===== config.mk =====
export PLATFORM = sky130hd
export DESIGN_NAME = sccb_master_register_access_flat
export DESIGN_NICKNAME = d
export VERILOG_FILES = /design/src/rtl/sccb_pkg.sv /design/src/rtl/sccb_ifs.sv /design/src/rtl/sccb_in_reg.sv /design/src/rtl/sccb_seq.sv /design/src/rtl/sccb_master_register_access.sv /design/src/flat_wrapper.sv
export VERILOG_INCLUDE_DIRS = /design/src /design/src/rtl
export SDC_FILE = /design/constraint.sdc
export NUM_CORES = 1
export LEC_CHECK = 0
export ABC_AREA = 1
export BUFFER_PORTS_ARGS = -buffer_cell sky130_fd_sc_hd__clkbuf_2
export CORE_MARGIN = 2
export CORE_UTILIZATION = 45
export CTS_CLUSTER_SIZE = 25
export DETAILED_ROUTE_END_ITERATION = 8
export PLACE_DENSITY = 0.63
export SLEW_MARGIN = 25
export SYNTH_ARGS = -nofsm -noshare
export SYNTH_HDL_FRONTEND = slang
export SYNTH_SLANG_ARGS = --single-unit

===== constraint.sdc =====
create_clock -name clk -period 3.5 [get_ports clk]
set_input_delay 0.175 -clock clk [delete_from_list [all_inputs] [get_ports clk]]
set_output_delay 0.175 -clock clk [all_outputs]
set_load 0.03 [all_outputs]

===== src/rtl/assert_macros.svh =====
// Assertion macros for the RTL modules, included by sccb_seq.
`ifndef ASSERT_MACROS_SVH
`define ASSERT_MACROS_SVH

// Property checked on every rising edge of clk, suspended while rst is high.
`define ASSERT_CLK(label, prop, msg) \
  label: assert property (@(posedge clk) disable iff (rst) (prop)) else $error(msg);

// Condition that must never be seen on a rising edge of clk outside reset.
`define ASSERT_NEVER(label, cond, msg) \
  label: assert property (@(posedge clk) disable iff (rst) !(cond)) else $error(msg);

`endif


===== src/rtl/sccb_pkg.sv =====
// Types, codes and helper functions for the SCCB register access master.
package sccb_pkg;

  // Request selector codes.
  localparam logic [1:0] REQ_WRITE = 2'd0;
  localparam logic [1:0] REQ_READ  = 2'd1;
  localparam logic [1:0] REQ_TICK  = 2'd2;
  localparam logic [1:0] REQ_NOP   = 2'd3;

  // Reset value of the attempt limit.
  localparam logic [3:0] MAX_ATTEMPTS_RESET = 4'd5;

  // Sequencer phases.
  typedef enum logic [4:0] {
    PH_IDLE    = 5'd0,
    PH_START1  = 5'd1,
    PH_DEV1    = 5'd2,
    PH_ACKDEV1 = 5'd3,
    PH_REG     = 5'd4,
    PH_ACKREG  = 5'd5,
    PH_DATA    = 5'd6,
    PH_ACKDATA = 5'd7,
    PH_STOP1   = 5'd8,
    PH_START2  = 5'd9,
    PH_DEV2    = 5'd10,
    PH_ACKDEV2 = 5'd11,
    PH_GET     = 5'd12,
    PH_NACK    = 5'd13,
    PH_STOP2   = 5'd14,
    PH_END     = 5'd31
  } phase_t;

  // One input transaction.
  typedef struct packed {
    logic [1:0] req_type;
    logic [7:0] device_addr;
    logic [7:0] sub_addr;
    logic [7:0] write_data;
    logic       sda_sample;
  } req_item_t;

  // One result transaction.
  typedef struct packed {
    logic       scl_level;
    logic       sda_level;
    logic       sda_enable;
    logic       busy_res;
    logic       request_ignored;
    logic       done_res;
    logic [1:0] nack_count;
    logic [7:0] read_data;
  } res_item_t;

  // Phases that shift a whole byte (sixteen half periods).
  function automatic logic is_byte_phase(phase_t p);
    return (p == PH_DEV1) || (p == PH_REG) || (p == PH_DATA) ||
           (p == PH_DEV2) || (p == PH_GET);
  endfunction

  // Phases that sample an acknowledge.
  function automatic logic is_ack_phase(phase_t p);
    return (p == PH_ACKDEV1) || (p == PH_ACKREG) || (p == PH_ACKDATA) ||
           (p == PH_ACKDEV2);
  endfunction

  // Phase that follows p once p has run its length.
  function automatic phase_t next_phase(phase_t p, logic rd);
    phase_t np;
    np = PH_END;
    unique case (p)
      PH_IDLE:    np = PH_START1;
      PH_START1:  np = PH_DEV1;
      PH_DEV1:    np = PH_ACKDEV1;
      PH_ACKDEV1: np = PH_REG;
      PH_REG:     np = PH_ACKREG;
      PH_ACKREG:  np = rd ? PH_STOP1 : PH_DATA;
      PH_DATA:    np = PH_ACKDATA;
      PH_ACKDATA: np = PH_STOP1;
      PH_STOP1:   np = rd ? PH_START2 : PH_END;
      PH_START2:  np = PH_DEV2;
      PH_DEV2:    np = PH_ACKDEV2;
      PH_ACKDEV2: np = PH_GET;
      PH_GET:     np = PH_NACK;
      PH_NACK:    np = PH_STOP2;
      default:    np = PH_END;
    endcase
    return np;
  endfunction

endpackage


===== src/rtl/sccb_ifs.sv =====
// Valid/ready channel interfaces for request and result transactions.
interface sccb_req_if;
  logic       valid;
  logic       ready;
  logic [1:0] req_type;
  logic [7:0] device_addr;
  logic [7:0] sub_addr;
  logic [7:0] write_data;
  logic       sda_sample;

  modport source (output valid, req_type, device_addr, sub_addr, write_data, sda_sample,
                  input ready);
  modport sink (input valid, req_type, device_addr, sub_addr, write_data, sda_sample,
                output ready);
endinterface

interface sccb_res_if;
  logic       valid;
  logic       ready;
  logic       scl_level;
  logic       sda_level;
  logic       sda_enable;
  logic       busy_res;
  logic       request_ignored;
  logic       done_res;
  logic [1:0] nack_count;
  logic [7:0] read_data;

  modport source (output valid, scl_level, sda_level, sda_enable, busy_res,
                  request_ignored, done_res, nack_count, read_data,
                  input ready);
  modport sink (input valid, scl_level, sda_level, sda_enable, busy_res,
                request_ignored, done_res, nack_count, read_data,
                output ready);
endinterface


===== src/rtl/sccb_in_reg.sv =====
// Input register stage: captures one request transaction and holds it until taken.
module sccb_in_reg (
  input  logic               clk,
  input  logic               rst,
  sccb_req_if.sink           req_ch,
  input  logic               take,
  output logic               held_valid,
  output sccb_pkg::req_item_t held_item
);

  // The stage may refill in the same cycle that its content moves on.
  assign req_ch.ready = !held_valid || take;

  // Valid flag.
  always_ff @(posedge clk) begin
    if (rst) begin
      held_valid <= 1'b0;
    end else if (req_ch.ready) begin
      held_valid <= req_ch.valid;
    end
  end

  // Payload, loaded on every accepted transaction.
  always_ff @(posedge clk) begin
    if (req_ch.valid && req_ch.ready) begin
      held_item.req_type    <= req_ch.req_type;
      held_item.device_addr <= req_ch.device_addr;
      held_item.sub_addr    <= req_ch.sub_addr;
      held_item.write_data  <= req_ch.write_data;
      held_item.sda_sample  <= req_ch.sda_sample;
    end
  end

endmodule


===== src/rtl/sccb_seq.sv =====
// Bus sequencer: state registers and the single step taken for each request.
`include "assert_macros.svh"

module sccb_seq (
  input  logic                clk,
  input  logic                rst,
  input  logic                step,
  input  sccb_pkg::req_item_t item,
  input  logic [3:0]          max_attempts,
  output sccb_pkg::res_item_t result
);

  // Sequencer state.
  sccb_pkg::phase_t phase, phase_next;
  logic [3:0] bit_index, bit_index_next;
  logic [7:0] shift_byte, shift_byte_next;
  logic [1:0] error_tally, error_tally_next;
  logic [3:0] attempt_count, attempt_count_next;
  logic [7:0] latched_device, latched_device_next;
  logic [7:0] latched_register, latched_register_next;
  logic [7:0] latched_value, latched_value_next;
  logic       is_read, is_read_next;
  logic [7:0] received_byte, received_byte_next;
  logic       clock_out, clock_out_next;
  logic       data_out, data_out_next;
  logic       data_drive, data_drive_next;

  // Per-step flags.
  logic       set_levels;
  logic       ignored;
  logic       done;
  logic [1:0] nacks;
  logic [7:0] rdata;

  // Helpers of the tick step.
  logic [4:0]       bit_inc;
  logic             phase_over;
  sccb_pkg::phase_t np;
  logic [1:0]       err_upd;
  logic [7:0]       recv_upd;

  // Next-state logic.
  always_comb begin
    phase_next            = phase;
    bit_index_next        = bit_index;
    shift_byte_next       = shift_byte;
    error_tally_next      = error_tally;
    attempt_count_next    = attempt_count;
    latched_device_next   = latched_device;
    latched_register_next = latched_register;
    latched_value_next    = latched_value;
    is_read_next          = is_read;
    received_byte_next    = received_byte;
    set_levels            = 1'b0;
    ignored               = 1'b0;
    done                  = 1'b0;
    nacks                 = 2'd0;
    rdata                 = 8'd0;
    bit_inc               = {1'b0, bit_index} + 5'd1;
    phase_over            = sccb_pkg::is_byte_phase(phase) ? bit_inc[4] : (bit_inc >= 5'd2);
    np                    = sccb_pkg::next_phase(phase, is_read);
    err_upd               = error_tally;
    recv_upd              = received_byte;

    priority if ((item.req_type == sccb_pkg::REQ_WRITE) ||
                 (item.req_type == sccb_pkg::REQ_READ)) begin
      if (phase != sccb_pkg::PH_IDLE) begin
        ignored = 1'b1;
      end else begin
        is_read_next          = (item.req_type == sccb_pkg::REQ_READ);
        latched_device_next   = item.device_addr;
        latched_register_next = item.sub_addr;
        latched_value_next    = item.write_data;
        attempt_count_next    = 4'd0;
        error_tally_next      = 2'd0;
        received_byte_next    = 8'd0;
        phase_next            = sccb_pkg::PH_START1;
        bit_index_next        = 4'd0;
        set_levels            = 1'b1;
      end
    end else if ((item.req_type == sccb_pkg::REQ_TICK) &&
                 (phase != sccb_pkg::PH_IDLE)) begin
      // Acknowledge sample on the high half, saturating at three.
      if (sccb_pkg::is_ack_phase(phase) && (bit_index == 4'd1) && item.sda_sample &&
          (error_tally != 2'd3)) begin
        err_upd = error_tally + 2'd1;
      end
      // Read bit sampled at the end of each high half.
      if ((phase == sccb_pkg::PH_GET) && bit_index[0]) begin
        recv_upd = {received_byte[6:0], item.sda_sample};
      end
      // Transmit shift after each high half.
      if ((phase != sccb_pkg::PH_GET) && sccb_pkg::is_byte_phase(phase) && bit_index[0]) begin
        shift_byte_next = {shift_byte[6:0], 1'b0};
      end
      error_tally_next   = err_upd;
      received_byte_next = recv_upd;
      bit_index_next     = bit_inc[3:0];
      if (phase_over) begin
        bit_index_next = 4'd0;
        if (np == sccb_pkg::PH_END) begin
          if ((err_upd != 2'd0) &&
              (({1'b0, attempt_count} + 5'd1) < {1'b0, max_attempts})) begin
            // Failed attempt: start over.
            attempt_count_next = attempt_count + 4'd1;
            error_tally_next   = 2'd0;
            received_byte_next = 8'd0;
            phase_next         = sccb_pkg::PH_START1;
          end else begin
            done       = 1'b1;
            nacks      = err_upd;
            rdata      = recv_upd;
            phase_next = sccb_pkg::PH_IDLE;
          end
        end else begin
          phase_next = np;
          unique case (np)
            sccb_pkg::PH_DEV1: shift_byte_next = latched_device;
            sccb_pkg::PH_REG:  shift_byte_next = latched_register;
            sccb_pkg::PH_DATA: shift_byte_next = latched_value;
            sccb_pkg::PH_DEV2: shift_byte_next = latched_device + 8'd1;
            default: ;
          endcase
        end
      end
      set_levels = 1'b1;
    end else begin
      // Tick while idle or no-operation selector: state is kept.
      set_levels = 1'b0;
    end
  end

  // Output logic: line levels for the coming delay and the result fields.
  always_comb begin
    clock_out_next  = clock_out;
    data_out_next   = data_out;
    data_drive_next = data_drive;
    if (set_levels) begin
      unique case (phase_next)
        sccb_pkg::PH_START1, sccb_pkg::PH_START2: begin
          clock_out_next  = 1'b1;
          data_out_next   = !bit_index_next[0];
          data_drive_next = 1'b1;
        end
        sccb_pkg::PH_DEV1, sccb_pkg::PH_REG, sccb_pkg::PH_DATA, sccb_pkg::PH_DEV2: begin
          clock_out_next  = bit_index_next[0];
          data_out_next   = shift_byte_next[7];
          data_drive_next = 1'b1;
        end
        sccb_pkg::PH_ACKDEV1, sccb_pkg::PH_ACKREG, sccb_pkg::PH_ACKDATA,
        sccb_pkg::PH_ACKDEV2, sccb_pkg::PH_GET: begin
          clock_out_next  = bit_index_next[0];
          data_drive_next = 1'b0;
        end
        sccb_pkg::PH_STOP1, sccb_pkg::PH_STOP2: begin
          clock_out_next  = bit_index_next[0];
          data_out_next   = 1'b0;
          data_drive_next = 1'b1;
        end
        sccb_pkg::PH_NACK: begin
          clock_out_next  = bit_index_next[0];
          data_out_next   = 1'b1;
          data_drive_next = 1'b1;
        end
        default: begin
          clock_out_next  = 1'b1;
          data_out_next   = 1'b1;
          data_drive_next = 1'b1;
        end
      endcase
    end
    result.scl_level       = clock_out_next;
    result.sda_level       = data_out_next;
    result.sda_enable      = data_drive_next;
    result.busy_res        = (phase_next != sccb_pkg::PH_IDLE);
    result.request_ignored = ignored;
    result.done_res        = done;
    result.nack_count      = nacks;
    result.read_data       = rdata;
  end

  // State registers, advanced once per step.
  always_ff @(posedge clk) begin
    if (rst) begin
      phase            <= sccb_pkg::PH_IDLE;
      bit_index        <= 4'd0;
      shift_byte       <= 8'd0;
      error_tally      <= 2'd0;
      attempt_count    <= 4'd0;
      latched_device   <= 8'd0;
      latched_register <= 8'd0;
      latched_value    <= 8'd0;
      is_read          <= 1'b0;
      received_byte    <= 8'd0;
      clock_out        <= 1'b1;
      data_out         <= 1'b1;
      data_drive       <= 1'b1;
    end else if (step) begin
      phase            <= phase_next;
      bit_index        <= bit_index_next;
      shift_byte       <= shift_byte_next;
      error_tally      <= error_tally_next;
      attempt_count    <= attempt_count_next;
      latched_device   <= latched_device_next;
      latched_register <= latched_register_next;
      latched_value    <= latched_value_next;
      is_read          <= is_read_next;
      received_byte    <= received_byte_next;
      clock_out        <= clock_out_next;
      data_out         <= data_out_next;
      data_drive       <= data_drive_next;
    end
  end

  // A finished transfer leaves the sequencer idle.
  `ASSERT_CLK(a_done_idle, step && done |=> phase == sccb_pkg::PH_IDLE,
              "done step did not return the sequencer to idle")
  // A dropped request leaves the transfer where it was.
  `ASSERT_CLK(a_ignored_hold, step && ignored |=> $stable(phase) && $stable(bit_index),
              "dropped request disturbed the sequencer")
  // The idle sequencer always sits at the start of its bit count with lines high.
  `ASSERT_CLK(a_idle_levels, phase == sccb_pkg::PH_IDLE |->
              bit_index == 4'd0 && clock_out && data_out && data_drive,
              "idle sequencer not at rest")
  // Status fields are zero outside a done step.
  `ASSERT_NEVER(a_status_zero, !done && (nacks != 2'd0 || rdata != 8'd0),
                "status fields set without done")

endmodule


===== src/rtl/sccb_master_register_access.sv =====
// SCCB register access master: one sequencer step per request transaction.
// Each request transaction (write request, read request, delay tick, or no-op) produces
// exactly one result transaction. A transaction passes through an input register and
// the sequencer step into a result register, from which its result is offered. A new
// request is accepted every cycle while results are taken; the single sequencer step
// between those registers sets that rate. The attempt limit is written through
// cfg_we/cfg_wdata; the user must write it only while no transfer is in flight, as the
// block itself does not enforce this.
module sccb_master_register_access (
  input  logic       clk,
  input  logic       rst,
  sccb_req_if.sink   req_ch,
  sccb_res_if.source res_ch,
  input  logic       cfg_we,
  input  logic [3:0] cfg_wdata
);

  logic                held_valid;
  sccb_pkg::req_item_t held_item;
  logic                take;
  sccb_pkg::res_item_t step_res;
  sccb_pkg::res_item_t res_reg;
  logic                res_valid;
  logic [3:0]          max_attempts;

  // Attempt limit register.
  always_ff @(posedge clk) begin
    if (rst) begin
      max_attempts <= sccb_pkg::MAX_ATTEMPTS_RESET;
    end else if (cfg_we) begin
      max_attempts <= cfg_wdata;
    end
  end

  // The held request moves on whenever the result register is free or being emptied.
  assign take = held_valid && (!res_valid || res_ch.ready);

  sccb_in_reg u_in_reg (
    .clk        (clk),
    .rst        (rst),
    .req_ch     (req_ch),
    .take       (take),
    .held_valid (held_valid),
    .held_item  (held_item)
  );

  sccb_seq u_seq (
    .clk          (clk),
    .rst          (rst),
    .step         (take),
    .item         (held_item),
    .max_attempts (max_attempts),
    .result       (step_res)
  );

  // Result register valid flag.
  always_ff @(posedge clk) begin
    if (rst) begin
      res_valid <= 1'b0;
    end else if (!res_valid || res_ch.ready) begin
      res_valid <= held_valid;
    end
  end

  // Result register payload.
  always_ff @(posedge clk) begin
    if (take) begin
      res_reg <= step_res;
    end
  end

  // Result channel.
  assign res_ch.valid           = res_valid;
  assign res_ch.scl_level       = res_reg.scl_level;
  assign res_ch.sda_level       = res_reg.sda_level;
  assign res_ch.sda_enable      = res_reg.sda_enable;
  assign res_ch.busy_res        = res_reg.busy_res;
  assign res_ch.request_ignored = res_reg.request_ignored;
  assign res_ch.done_res        = res_reg.done_res;
  assign res_ch.nack_count      = res_reg.nack_count;
  assign res_ch.read_data       = res_reg.read_data;

endmodule

===== src/flat_wrapper.sv =====
// flat-port wrapper written by rule: the top's interface ports become plain ports
module sccb_master_register_access_flat 
  (clk, rst, cfg_we, cfg_wdata, req_ch_valid, req_ch_req_type, req_ch_device_addr, req_ch_sub_addr, req_ch_write_data, req_ch_sda_sample, req_ch_ready, res_ch_valid, res_ch_scl_level, res_ch_sda_level, res_ch_sda_enable, res_ch_busy_res, res_ch_request_ignored, res_ch_done_res, res_ch_nack_count, res_ch_read_data, res_ch_ready);
  sccb_req_if req_ch_i ();
  sccb_res_if res_ch_i ();
  input  logic clk;
  input  logic rst;
  input  logic cfg_we;
  input  logic [3:0] cfg_wdata;
  input wire logic [$bits(req_ch_i.valid)-1:0] req_ch_valid;
  input wire logic [$bits(req_ch_i.req_type)-1:0] req_ch_req_type;
  input wire logic [$bits(req_ch_i.device_addr)-1:0] req_ch_device_addr;
  input wire logic [$bits(req_ch_i.sub_addr)-1:0] req_ch_sub_addr;
  input wire logic [$bits(req_ch_i.write_data)-1:0] req_ch_write_data;
  input wire logic [$bits(req_ch_i.sda_sample)-1:0] req_ch_sda_sample;
  output wire logic [$bits(req_ch_i.ready)-1:0] req_ch_ready;
  output wire logic [$bits(res_ch_i.valid)-1:0] res_ch_valid;
  output wire logic [$bits(res_ch_i.scl_level)-1:0] res_ch_scl_level;
  output wire logic [$bits(res_ch_i.sda_level)-1:0] res_ch_sda_level;
  output wire logic [$bits(res_ch_i.sda_enable)-1:0] res_ch_sda_enable;
  output wire logic [$bits(res_ch_i.busy_res)-1:0] res_ch_busy_res;
  output wire logic [$bits(res_ch_i.request_ignored)-1:0] res_ch_request_ignored;
  output wire logic [$bits(res_ch_i.done_res)-1:0] res_ch_done_res;
  output wire logic [$bits(res_ch_i.nack_count)-1:0] res_ch_nack_count;
  output wire logic [$bits(res_ch_i.read_data)-1:0] res_ch_read_data;
  input wire logic [$bits(res_ch_i.ready)-1:0] res_ch_ready;
  assign req_ch_i.valid = req_ch_valid;
  assign req_ch_i.req_type = req_ch_req_type;
  assign req_ch_i.device_addr = req_ch_device_addr;
  assign req_ch_i.sub_addr = req_ch_sub_addr;
  assign req_ch_i.write_data = req_ch_write_data;
  assign req_ch_i.sda_sample = req_ch_sda_sample;
  assign req_ch_ready = req_ch_i.ready;
  assign res_ch_valid = res_ch_i.valid;
  assign res_ch_scl_level = res_ch_i.scl_level;
  assign res_ch_sda_level = res_ch_i.sda_level;
  assign res_ch_sda_enable = res_ch_i.sda_enable;
  assign res_ch_busy_res = res_ch_i.busy_res;
  assign res_ch_request_ignored = res_ch_i.request_ignored;
  assign res_ch_done_res = res_ch_i.done_res;
  assign res_ch_nack_count = res_ch_i.nack_count;
  assign res_ch_read_data = res_ch_i.read_data;
  assign res_ch_i.ready = res_ch_ready;
  sccb_master_register_access u_core (.clk(clk), .rst(rst), .req_ch(req_ch_i), .res_ch(res_ch_i), .cfg_we(cfg_we), .cfg_wdata(cfg_wdata));
endmodule

==> impl_metrics.ini, run 1 <==
[run_status]
status = completed

[synth]
ys_seq_elements = 108
syn_inst = 628
synthFlopType = dfxtp_1
ys_types = 44
synth_top_area_share_pct = 25.10
postSynthAreaPerCell_um2 = 8.254
async_flop_share_pct = 0
synth_area_um2 = 5184
ys_warn_count = 0
synth_top_cell_by_area = dfxtp_1
ys_seq_area_share_pct = 50.01
synth_edf_count = 43
syn-num-nets = 672
synthTopCellsByArea = dfxtp_1 (25%), edfxtp_1 (25%), nand2_1 (8.8%)

[cells_and_area]
syn_to_final_growth_pct = 18.08
final_common_cell = nand2_1
insertedDiodeCount = 0
final_cell_mix = nand2_1 (122), nor2_1 (82), dfxtp_1 (65), inv_1 (58), clkbuf_2 (53)
nNetsFinal = 746
finish.instance_area_um2 = 6121
fillers = 1034
drive_gt1_share_pct = 14.99
fin_cells = 850
fin_util_pct = 54.07

[placement]
placed_cell_area_um2 = 5572
gp_congestion = 0.9033
dp_cells = 807
numPortBuffers = 53
hpwl_mm = 8.657
pre_cts_ws_ps = 850.9

[drt]
dr.pass1.iters = 4
routed_wl_mm = 12.46
dr.first_iter.drc_count = 235
dr_total_vias = 4454
drcViolationCount = 0
ant_nets = 0
wl_per_cell_um = 14.66
viasPerCell = 5.240

[worst_setup_path]
cpLargestDelayFamily = simple AND/OR/NAND/NOR gates
worst-path-stages = 17
crit_chain = ha_1 > ha_1 > a21boi_0 > o21ai_0 > nand2_1 > a21oi_1 > nand3_1 > nand2_1 > nand2_1 > nand2_2 > nand2_4 > nand3_1 > nor2_1 > nor2_1 > nand2_1 > nand2_1 > nand2_2
r2r_cells = 17
crit_slowest_cell = dfxtp_1
arrival_ps = 2810
cp.required_ps = 3620
cp_num_buf_inv = 0
worstSetupEndpointType = flop
worstSetupPathType = flop to flop
worstPathMaxFanout = 5
cpPeakStageDelay_ps = 350
cp-start-kind = flop
crit_top_cell = nand2_1

[clock_tree]
clock_path_buffers = 2
htree_levels = 3
worst_skew_pair.late_latency_ps = 360
cts_tree = yes
postCtsSetupRepairBufs = 0
cts_root_buf = clkbuf_16
cts.clk_slew.worst_paths_ps = 70
cts_sinks = 108
cts_buffers = 9

[sta]
clock-skew-final_ps = 7.386
relSlewSlack_pct = 47.49
drv_slew = 0
finalHoldViolations = 0
rsz0062_at_grt = false
min_period_over_period_pct = 76.89
fin_setup_tns_ps = 0
tightest_slew_ps = 786.8
setup_viol = 0
fmax_mhz = 371.6
setup_ws_ps = 808.7
layout_min_cycle_time_ps = 2691

[grt]
track_usage_pct = 20.54
grt_pass1_wl_mm = 20.38
first_global_vias = 4368
grt_max_degree = 30
grt_overflow_total = 0
antenna_found_initial = 0

[die]
initial_utilization_pct = 45.79
num_io_pins = 54
fp.dieH_um = 111.3
core_um2 = 11320
rows = 39
dieArea_um2 = 12390
die_x_um = 111.3

[worst_hold_path]
worstHoldPathCells = 3
hold_path_class = input port to flop

[power]
peakVddDrop_uv = 335.6
leakagePower_nw = 2.563
p_per_area_nw_per_um2 = 443.3

[run]
max_cap_violations = 0
## path summary, 6_finish.rpt
kind                                       from                    endpoint  slack (ps)
setup / recovery  u_core.u_seq.attempt_count[0]     u_core.res_ch.sda_level         810
hold / removal                     cfg_wdata[2]      u_core.max_attempts[2]          20
setup reg to reg  u_core.u_seq.attempt_count[0]     u_core.res_ch.sda_level         810
hold reg to reg      u_core.u_seq.shift_byte[6]  u_core.u_seq.shift_byte[6]         470
## stage by stage
step / power [mW] / hold WS, ps
after detailed placement: 1.749 / 353.6
after global placement: 1.745 / 351.5
after CTS: 2.737 / 11.29
after global routing: 2.835 / 41.65
final: 2.713 / 20.16
after floorplan: 1.655 / 273.9
## cells in the mapped netlist (4+ instances only)
master      n
nor2_4      4
nand2_2     9
inv_1      59
nand3_1    41
nand3_2     4
a21oi_1    43
nor2_1     82
dfxtp_1    65
nand4_1    10
clkbuf_1   17
nand3b_1    5
ha_1        8
edfxtp_1   43
o211ai_1    7
a211oi_1   11
nand2_1   122
o21ai_0    51
inv_2       4
xor2_1      5
## sequential cells by signal, indices dropped and copies added (netlist names), 2 cells and up
name	cells
u_core.max_attempts	4
u_core.res_ch.nack_count	2
u_core.res_ch.read_data	8
u_core.u_in_reg.held_item	27
u_core.u_seq.attempt_count	4
u_core.u_seq.bit_index	4
u_core.u_seq.error_tally	2
u_core.u_seq.latched_device	8
u_core.u_seq.latched_register	8
u_core.u_seq.latched_value	8
u_core.u_seq.phase	5
u_core.u_seq.received_byte	8
u_core.u_seq.shift_byte	8
## logic make-up after synthesis
group           synth area share [%]
compound gates                 14.75
xor+xnor                      0.8448
fa+ha+maj                      1.931
buf+inv                        6.589
flops                          50.01
simple gates                   25.88
## report_power, final
part           internal (mW)  switching [mW]
Combinational          0.119           0.220
Clock                  0.489           0.476
Sequential              1.37          0.0386
## worst min-delay path, cell delays in order
cell and delay [ps]:
clkbuf_2 70, a21oi_1 50, o21ai_0 50
## what timing repair did
| item | in CTS | in global routing |
|---|---|---|
| gates resized for setup | 0 | 0 |
| hold buffers | 27 | 0 |
| endpoints found under the hold margin | 27 | 0 |
## per-layer routing
metal  part of all wire, %  vias to the layer above  GRT usage [%]  wire [µm]
li1                      -                     2274              -          -
met2                    47                      107          34.07       5881
met5                     0                        -              0          0
met1                    46                     2045          25.21       5673
met3                   3.9                       28          3.538        482
met4                   3.4                        0          12.18        422
## final cells by class
cell class                      instances  area (µm²)  area share, %
Multi-Input combinational cell        433        2250          36.75
Inverter                               64       240.2          3.925
Sequential cell                       108        2592          42.35
Clock buffer                           10       229.0          3.741
Timing Repair Buffer                   86       580.6          9.485
Tap cell                              143       178.9          2.923
Clock inverter                          6       50.05         0.8177
Note: power is estimated with default switching activity, not from simulation.
==> run 2: changes to the inputs <==
- clock period: 3.5 -> 2.5 ns (I/O delays scaled with it)
==> impl_metrics.ini, run 2 (synthesized netlist as in run 1, its figures left out) <==
[run]
max_cap_violations = 0

[placement]
pre_cts_ws_ps = -20.08
hpwl_mm = 9.175
gp_congestion = 0.9220
dp_cells = 847
numPortBuffers = 53

[cells_and_area]
nNetsFinal = 794
insertedDiodeCount = 0
final_cell_mix = nand2_1 (116), nor2_1 (79), inv_1 (58), dfxtp_1 (56), clkbuf_2 (53)
fillers = 1033
regMostFlops = u_core.u_in_reg.held_item
seq_area_um2 = 2621
final_common_cell = nand2_1
drive_gt1_share_pct = 24.11
syn_to_final_growth_pct = 28.22
multi_input_area_um2 = 2355
fin_cells = 898
largest_reg_flops = 27

[drt]
top_layer = met4
dr.first_iter.drc_count = 256
routed_wl_mm = 13.18
dr.pass1.iters = 5
wl_met3_um = 542
wl_met1_mm = 5.717
wl_per_cell_um = 14.68
viasPerCell = 5.188
dr_total_vias = 4659
ant_nets = 0
dr_wl_met2_mm = 6.609
drcViolationCount = 0

[sta]
finalHoldViolations = 0
clock-skew-final_ps = 11.92
relSlewSlack_pct = 44.99
fmax_mhz = 418.3
min_period_over_period_pct = 95.62
tightest_slew_ps = 824.2
setup_ws_ps = 109.4
fin_setup_tns_ps = 0
setup_viol = 0
rsz0062_at_grt = true
layout_min_cycle_time_ps = 2391
drv_slew = 0

[power]
p_per_area_nw_per_um2 = 597.3
pwr-share-clk_pct = 36.1
power.switching_mw = 1.071
comb_power_share_pct = 14.3
p_total_mw = 3.970
switching_share_pct = 26.98
p_seq_share_pct = 49.5
peakVddDrop_uv = 691.6
p_int_mw = 2.899
leakagePower_nw = 2.835

[worst_setup_path]
cp.required_ps = 2620
worstSetupEndpointType = flop
cp-start-kind = flop
crit_top_cell = nand2_1
arrival_ps = 2510
worstSetupPathType = flop to flop
cpPeakStageDelay_ps = 380
crit_slowest_cell = dfxtp_4
worstPathMaxFanout = 8
crit_chain = buf_4 > nor3_4 > buf_4 > nand2_1 > nand2_1 > inv_1 > nand3_2 > nand2_2 > inv_2 > nand3_2 > nand2_2 > nor2_1 > nor2_2 > nand4_1 > nand3_1 > nand2_1 > nand2_1 > nand2_2

[clock_tree]
cts_buffers = 9
clock_path_buffers = 2
worst_skew_pair.late_latency_ps = 360
htree_levels = 3
cts_sinks = 108
cts_root_buf = clkbuf_16
cts_tree = yes
cts.clk_slew.worst_paths_ps = 80

[die]
dieArea_um2 = 12390
initial_utilization_pct = 45.79
fp.dieH_um = 111.3
num_io_pins = 54
rows = 39
die_x_um = 111.3
core_um2 = 11320

[grt]
antenna_found_initial = 0
first_global_vias = 4490
track_usage_pct = 21.66
grt_overflow_total = 0
grt_pass1_wl_mm = 21.49
grt_max_degree = 30

[worst_hold_path]
hold_path_class = input port to flop

[run_status]
status = completed
[run 2: cell count changes in the layout (fill, tap and decap cells not counted), moves of 4 or more]
cell,change
buf_4,+46
dfxtp_1,-9
dfxtp_4,+7
ha_1,-4
nand2_1,-6
nand2_2,+4
[run 2: metrics by stage]
step / hold slack, ps / utilization (%) / area, µm²
4_1_cts: 0.2071 / 57.14 / 6469
6_report: 16.59 / 58.71 / 6646
5_1_grt: 24.68 / 58.71 / 6646
3_5_place_dp: 303.6 / 51.87 / 5872
3_3_place_gp: 301.6 / 51.87 / 5872
2_1_floorplan: 223.9 / - / 5184
[run 2: critical path, delay by kind of cell, from the launching register on]
family | cells | cell delay (ps)
AND/OR/NAND/NOR | 14 | 1300
flip-flops | 1 | 380
buffers and inverters | 4 | 480
[run 2: repair_timing]
item                       in CTS  in global routing
hold endpoints to repair       29                  0
pin swaps                       0                 18
gates cloned                    0                  0
setup endpoints to repair       2                 19
setup buffers                   0                  6
hold buffers                   29                  0
gates resized for setup         1                 41
[run 2: power groups by stage]
stage	Clock [mW]	Combinational, mW	Sequential, mW
finish	1.43	0.570	1.97
detailed placement	0	0.496	2.01
floorplan	0	0.297	2.02
global placement	0	0.493	2.01
CTS	1.48	0.534	1.97
global route	1.54	0.633	1.98
[run 2: final timing paths]
path	cells past startpoint	endpoint	slack, ps	start
max reg2reg	18	u_core.res_ch.sda_level	110	u_core.u_seq.phase[0]
min reg2reg	2	u_core.u_seq.shift_byte[1]	470	u_core.u_seq.shift_byte[1]
min	3	u_core.u_in_reg.held_valid	20	req_ch_valid
max	18	u_core.res_ch.sda_level	110	u_core.u_seq.phase[0]
[run 2: layout make-up]
cell class,instances,area share (%)
clock buffers,10,3.765
clock inverters,6,0.8283
inverters,64,3.614
multi-input cells,433,35.43
flip-flops and latches,108,39.44
well taps,143,2.692
repair buffers,134,14.23
[run 2: layer usage]
metal  up-vias  track usage [%]
li1       2362                -
met2       104            37.28
met5         -                0
met3        21            5.335
met4         0            9.053
met1      2172            26.00
==> run 3: changes to the inputs <==
- PLACE_DENSITY: 0.63 -> 0.64
==> impl_metrics.ini, run 3 (synthesized netlist as in run 1, its figures left out) <==
[drt]
dr.pass1.iters = 7
ant_nets = 0
wl_per_cell_um = 14.68
drcViolationCount = 0
viasPerCell = 5.197
dr.first_iter.drc_count = 381
routed_wl_mm = 13.11
dr_total_vias = 4641

[grt]
first_global_vias = 4535
track_usage_pct = 21.95
grt_max_degree = 30
antenna_found_initial = 0
grt_overflow_total = 0
grt_pass1_wl_mm = 21.69

[worst_setup_path]
cpLargestDelayFamily = simple AND/OR/NAND/NOR gates
cpPeakStageDelay_ps = 370
cp-start-kind = flop
arrival_ps = 2500
crit_top_cell = nand2_1
cp_num_buf_inv = 2
worstSetupPathType = flop to flop
crit_slowest_cell = dfxtp_4
cp.required_ps = 2620
worstSetupEndpointType = flop
worstPathMaxFanout = 5
crit_chain = inv_1 > ha_1 > nand2_1 > a21oi_2 > nand2_1 > nand3_4 > nand2_4 > nand2_4 > nand2_1 > nand3_2 > nor2_2 > nand3_1 > nand2_1 > inv_1 > nand3_1 > nand2_1 > nand2_1 > nand2_2

[cells_and_area]
insertedDiodeCount = 0
final_cell_mix = nand2_1 (118), nor2_1 (79), inv_1 (59), dfxtp_1 (56), clkbuf_2 (53)
fillers = 1025
largest_reg_flops = 27
nNetsFinal = 789
finish.instance_area_um2 = 6600
final_common_cell = nand2_1
regMostFlops = u_core.u_in_reg.held_item
drive_gt1_share_pct = 22.67
syn_to_final_growth_pct = 27.32
fin_util_pct = 58.30

[power]
peakVddDrop_uv = 647.8
switching_share_pct = 26.66
comb_power_share_pct = 13.7
leakagePower_nw = 2.827
p_int_mw = 2.960
pwr-share-clk_pct = 37.5
power.switching_mw = 1.076
p_total_mw = 4.036
p_seq_share_pct = 48.8
p_per_area_nw_per_um2 = 611.5

[die]
fp.dieH_um = 111.3
rows = 39
core_um2 = 11320
die_x_um = 111.3
num_io_pins = 54
dieArea_um2 = 12390
initial_utilization_pct = 45.79

[worst_hold_path]
hold_path_class = input port to flop

[sta]
setup_viol = 0
clock-skew-final_ps = 12.42
finalHoldViolations = 0
min_period_over_period_pct = 95.17
fmax_mhz = 420.3
fin_setup_tns_ps = 0
drv_slew = 0
relSlewSlack_pct = 47.37
rsz0062_at_grt = true
whs_ps = 20.79
tightest_slew_ps = 788.5
layout_min_cycle_time_ps = 2379

[placement]
placed_cell_area_um2 = 5842
gp_congestion = 0.9792
numPortBuffers = 53
hpwl_mm = 9.050

[run]
max_cap_violations = 0

[clock_tree]
clock_path_buffers = 2
cts.clk_slew.worst_paths_ps = 80
worst_skew_pair.late_latency_ps = 360
cts_root_buf = clkbuf_16
cts_buffers = 9
htree_levels = 3
cts_sinks = 108
cts_tree = yes

[run_status]
status = completed
run 3: changes by cell type in the layout (fill, tap and decap cells not counted), moves of 2 or more:
cell	previous run	this run
nand2_1	116	118
dfxtp_4	7	3
inv_8	0	3
buf_4	52	47
ha_1	4	6
nand2_2	13	11
inv_2	6	4
dfxtp_2	2	6
run 3: what timing repair did:
action                                  in CTS  in global routing
gates resized for setup                      0                 33
hold buffers                                29                  0
endpoints found under the setup margin       0                 29
buffers inserted                             0                  5
hold endpoints to repair                    29                  0
run 3: path summary, 6_finish.rpt:
check	from	to	depth (start not counted)	slack, ps
setup reg to reg	u_core.u_seq.bit_index[1]	u_core.res_ch.sda_level	18	120
hold / removal	cfg_we	u_core.max_attempts[2]	2	20
setup / recovery	u_core.u_seq.bit_index[1]	u_core.res_ch.sda_level	18	120
hold reg to reg	u_core.u_seq.shift_byte[1]	u_core.u_seq.shift_byte[1]	2	470
run 3: power by group through the flow:
stage / Clock (mW) / Combinational, mW / Sequential (mW)
floorplan: 0 / 0.297 / 2.02
global placement: 0 / 0.484 / 2.00
detailed placement: 0 / 0.491 / 2.01
CTS: 1.54 / 0.529 / 1.97
global route: 1.62 / 0.612 / 1.98
finish: 1.51 / 0.553 / 1.97
run 3: through the flow:
step | instances | worst slack, ps
after floorplan | 628 | 174.2
after global placement | 843 | 124.5
after detailed placement | 843 | 20.24
after CTS | 888 | 4.439
after global routing | 893 | -88.73
final | 893 | 120.8
run 3: cell type report:
class	count	area (µm²)	share of cell area [%]
Timing Repair Buffer	129	908.4	13.76
Inverter	64	240.2	3.640
Sequential cell	108	2611	39.56
Tap cell	143	178.9	2.711
Clock buffer	12	279.0	4.227
Multi-Input combinational cell	433	2340	35.45
Clock inverter	4	42.54	0.6445
run 3: per-layer routing:
layer / share of wire (%) / track usage (%) / vias to the layer above
li1: - / - / 2358
met2: 48 / 36.91 / 159
met5: 0 / 0 / -
met4: 2.8 / 8.889 / 0
met1: 43 / 27.08 / 2099
met3: 5.8 / 5.607 / 25
